`src/rtl/lips_pkg.sv`:
```
// ----------------------------------------------------------------------------
// lips_pkg: shared types and constants for the Lorentz inner product search
// Sizes of the stores, register indexes, sequencer states and helpers.
// ----------------------------------------------------------------------------
`default_nettype none
package lips_pkg;
  localparam int MAX_ENTRIES = 1024;
  localparam int MAX_LENGTH  = 64;
  localparam int MAX_RESULTS = 16;
  localparam int EW  = $clog2(MAX_ENTRIES);     // entry index width
  localparam int CW  = $clog2(MAX_ENTRIES + 1); // entry count width
  localparam int LW  = $clog2(MAX_LENGTH);      // coordinate index width
  localparam int PW  = $clog2(MAX_LENGTH + 1);  // coordinate position width
  localparam int RW  = $clog2(MAX_RESULTS);     // result slot index width
  localparam int KW  = $clog2(MAX_RESULTS + 1); // result count width

  localparam logic REG_VECTOR_LENGTH = 1'b0;
  localparam logic REG_RESULT_COUNT  = 1'b1;
  localparam logic OP_ADD   = 1'b0;
  localparam logic OP_QUERY = 1'b1;

  typedef enum logic [2:0] {
    ST_IDLE, ST_CHECK, ST_MAC, ST_DRAIN, ST_INSERT, ST_EMIT
  } state_t;

  function automatic logic signed [63:0] sat_add(input logic signed [63:0] a,
                                                 input logic signed [63:0] b);
    logic signed [63:0] s;
    s = a + b;
    if (!a[63] && !b[63] && s[63]) return 64'sh7FFF_FFFF_FFFF_FFFF;
    if (a[63] && b[63] && !s[63]) return 64'sh8000_0000_0000_0000;
    return s;
  endfunction
endpackage
`default_nettype wire

```
`src/rtl/lips_mac.sv`:
```
// ----------------------------------------------------------------------------
// lips_mac: shared multiply-accumulate unit
// One 32x32 signed product per cycle, registered, then a saturating add.
// ----------------------------------------------------------------------------
`default_nettype none
module lips_mac (
  input  wire logic               clk,
  input  wire logic               clear,
  input  wire logic               prod_en,
  input  wire logic               negate,
  input  wire logic signed [31:0] a,
  input  wire logic signed [31:0] b,
  output logic signed [63:0]      acc
);
  import lips_pkg::*;
  logic signed [63:0] prod_r;
  logic               prod_vld_r;
  logic               neg_r;
  logic signed [63:0] acc_r;
  logic signed [63:0] term;

  // the negated time term is exact: -(2^31*2^31 ... ) never reaches -2^63
  assign term = neg_r ? -prod_r : prod_r;

  always_ff @(posedge clk) begin
    prod_r     <= a * b;
    neg_r      <= negate;
    prod_vld_r <= prod_en;
    if (clear) begin
      acc_r <= '0;
    end else if (prod_vld_r) begin
      acc_r <= neg_r ? term : sat_add(acc_r, term);
    end
  end
  assign acc = acc_r;
endmodule
`default_nettype wire

```
`config.mk`:
```
export PLATFORM = sky130hd
export DESIGN_NAME = lips_mac
export DESIGN_NICKNAME = d
export VERILOG_FILES = /design/src/rtl/lips_pkg.sv /design/src/rtl/lips_mac.sv
export SDC_FILE = /design/constraint.sdc
export NUM_CORES = 2
export LEC_CHECK = 0
export BUFFER_PORTS_ARGS = -buffer_cell sky130_fd_sc_hd__buf_2
export CORE_UTILIZATION = 65
export DETAILED_ROUTE_END_ITERATION = 10
export MAX_ROUTING_LAYER = met4
export PLACE_DENSITY = 0.81
export SLEW_MARGIN = 5
export SYNTH_ARGS = -nofsm -noshare
export SYNTH_HDL_FRONTEND = slang
export SYNTH_SLANG_ARGS = --single-unit
```
`constraint.sdc`:
```
create_clock -name clk -period 20.6 [get_ports clk]
set_clock_uncertainty 0.2 [all_clocks]
set_input_delay 3.09 -clock clk [delete_from_list [all_inputs] [get_ports clk]]
set_output_delay 3.09 -clock clk [all_outputs]
set_load 0.1 [all_outputs]
```
==> qor.txt <==
Post-cts resize count: 0
Post-DP HPWL: 98.95 mm
Routability Congestion: 0.9810
CTS tree: yes
Largest net degree at the start of global routing: 86
Compound-Gate Fraction of Synth Area: 0.08697
Main flop type after synthesis: dfxtp_1
Die boundary width: 268.5 um
DRC: 0
IO buf count: 131
Arr. time, crit path: 11.56 ns
TritonCTS Sinks: 130
XOR/XNOR Fraction of Synth Area: 0.04553
Yosys Warn Count: 0
Slowest CP cell: fa_1
Initial antenna violation count: 4
Crit-path max cell delay: 0.93 ns
Vias in the first global route: 38.10k
Gate Count Post-Synth: 5164
Crit share post-route: 0.5550
Actual slew at the worst max-slew pin: 1.073 ns
Maximum buffer depth of the clock tree: 2
Share of post-route cells with drive strength above 1: 0.04180
Commonest non-fill, non-tap cells in the layout: 1084 x fa_1, 1014 x inv_1, 632 x nand2_1, 529 x and2_1, 250 x ha_1
Mux contribution to synthesized area: 0.001978
Simple-gate share of the synthesized area: 0.1663
Max-capacitance violation count: 0
Die footprint: 72090 sq um
Num CTS Buffers: 17
Mapped Nets: 6566
Worst hold slack: 0.2906 ns
Crit start category: input pin
GRT Total Usage: 0.3861
Die Height: 268.5 um
Final #Nets: 6461
Clk slew on worst S/H paths: 0.06 ns
RSZ-0062 raised after global routing: false
Most frequent CP cell: fa_1
Unique masters post-synth: 80
Pre-antenna DRT Iters: 6
Vias: 36.03k
Slew Viols, Final: 0
Initial Util: 0.6581
Grt ovf: 0
Post CTS Setup Buffer Count: 0
Crit. End Element: flop
Critical-path cell list: buf_2 -> nand2_1 -> inv_1 -> fa_1 -> fa_1 -> fa_1 -> fa_1 -> fa_1 -> fa_1 -> fa_1 -> inv_1 -> fa_1 -> inv_1 -> ha_1 -> nand3_1 -> nor2_1 -> nand2_1 -> a2111oi_0 -> a211oi_1 -> nand3_1 -> o21ai_1 -> a311oi_1 -> a31oi_1 -> xnor2_1
Antenna viol nets, final: 0
Clk_lat worst skew: 0.45 ns
Vias/cell: 5.990
Minimum clock period: 11.43 ns
# IOs: 132
FF+latch count, synth: 130
Fmax: 87.47 MHz
Final setup TNS: 0 ns
Post-synth EDFFs: 0
Max FO, Critical Path: 32
Core Rows: 97
Synth async-reset ratio: 0
DRT iter0 DRCs: 3689
Post-Synth Adder-Cell Area: 0.5378
Core area: 70150 sq um
Mapped cell area: 46170 sq um
Area growth syn-to-layout: 3.336%
Global-route wire length before repair: 206.9 mm
Largest family of logic cells by synthesized area: adder cells
Register area share after synthesis: 0.05637
H-tree depth: 4
Commonest non-fill, non-tap cell in the layout: fa_1
Final WL: 129.0 mm
Wire per inst: 21.44 um
Buf/Inv on CP: 4
Finish-stage setup viols: 0
Cts hold-fix bufs: 0
Hold WC Path Type: flop to flop
Critical path class: input pin to flop
Slew Limit Headroom: 0.2839
Outcome: finished clean
Root Buffer: clkbuf_16
Final Hold Fails: 0
Family with the most delay on the worst path: adder cells
Syn Area/Cell: 8.940 sq um
WP data required: 20.72 ns
final timing paths:
kind / depth (start not counted) / from / end / slack, ns
setup reg to reg: 25 / prod_r[0] / acc[34] / 13.00
setup / recovery: 24 / b[2] / prod_r[56] / 9.17
hold reg to reg: 2 / acc[52] / acc[52] / 0.29
hold / removal: 2 / acc[52] / acc[52] / 0.29
logic make-up after synthesis:
| group | count (synthesis) |
|---|---|
| simple gates | 1524 |
| fa+ha+maj | 1334 |
| buf+inv | 1289 |
| compound gates | 638 |
| xor+xnor | 240 |
| flops | 130 |
| mux | 9 |
through the flow:
| stage | setup slack (ns) | std cells | util | area, sq um |
|---|---|---|---|---|
| after floorplan | 10.04 | 5164 | - | 46170 |
| after global placement | 8.860 | 5980 | 0.6717 | 47120 |
| after detailed placement | 8.752 | 5980 | 0.6717 | 47120 |
| after CTS | 9.171 | 6012 | 0.6800 | 47700 |
| after global routing | 8.633 | 6014 | 0.6801 | 47710 |
| final | 9.167 | 6014 | 0.6801 | 47710 |
final cells by class:
class / count / area [sq um]
clock inverters: 14 / 135.1
inverters: 1014 / 3806
multi-input cells: 3745 / 38720
diodes: 2 / 5.005
clock buffers: 18 / 450.4
fillers: 5655 / 22440
well taps: 940 / 1176
flip-flops and latches: 130 / 2606
repair buffers: 151 / 805.8
synthesized netlist by cell type (all sizes together) (22+ instances only):
cell / n / area, sq um
a211oi: 30 / 225.2
a21o: 70 / 525.5
a21oi: 212 / 1061
a22o: 22 / 192.7
a31oi: 22 / 137.6
and2: 529 / 3309
clkbuf: 263 / 987.2
dfxtp: 130 / 2603
fa: 1084 / 21700
ha: 250 / 3128
inv: 1014 / 3806
nand2: 633 / 2376
nand2b: 33 / 206.5
nand3: 34 / 170.2
nand4: 25 / 171.4
nor2: 135 / 506.7
nor3: 34 / 197.7
o21ai: 130 / 650.6
or3: 23 / 153.9
xnor2: 181 / 1585
xor2: 59 / 516.8
registers in the layout, summed over array words and instances (netlist names):
name        cells
acc            64
prod_vld_r      1
prod_r         64
neg_r           1
routing by layer:
metal / up-vias / wire length (um) / global-route usage
li1: 15450 / - / -
met1: 17960 / 50710 / 0.5101
met2: 2232 / 56950 / 0.5714
met3: 392 / 16950 / 0.1174
met4: 0 / 4356 / 0.1247
met5: - / 0 / -
worst register-to-register path, delay by kind of cell (launching register included):
kind | cells | cell delay (ns)
adders and majority gates | 3 | 1.05
DFF | 1 | 0.32
AOI/OAI and AO/OA | 9 | 2.99
buffers and inverters | 2 | 0.48
and+or+nand+nor | 10 | 2.35
xor gates and xnor gates | 1 | 0.16
Power is not shown: default switching activity piles up to over one toggle a cycle in this logic, so the estimate is an artifact.
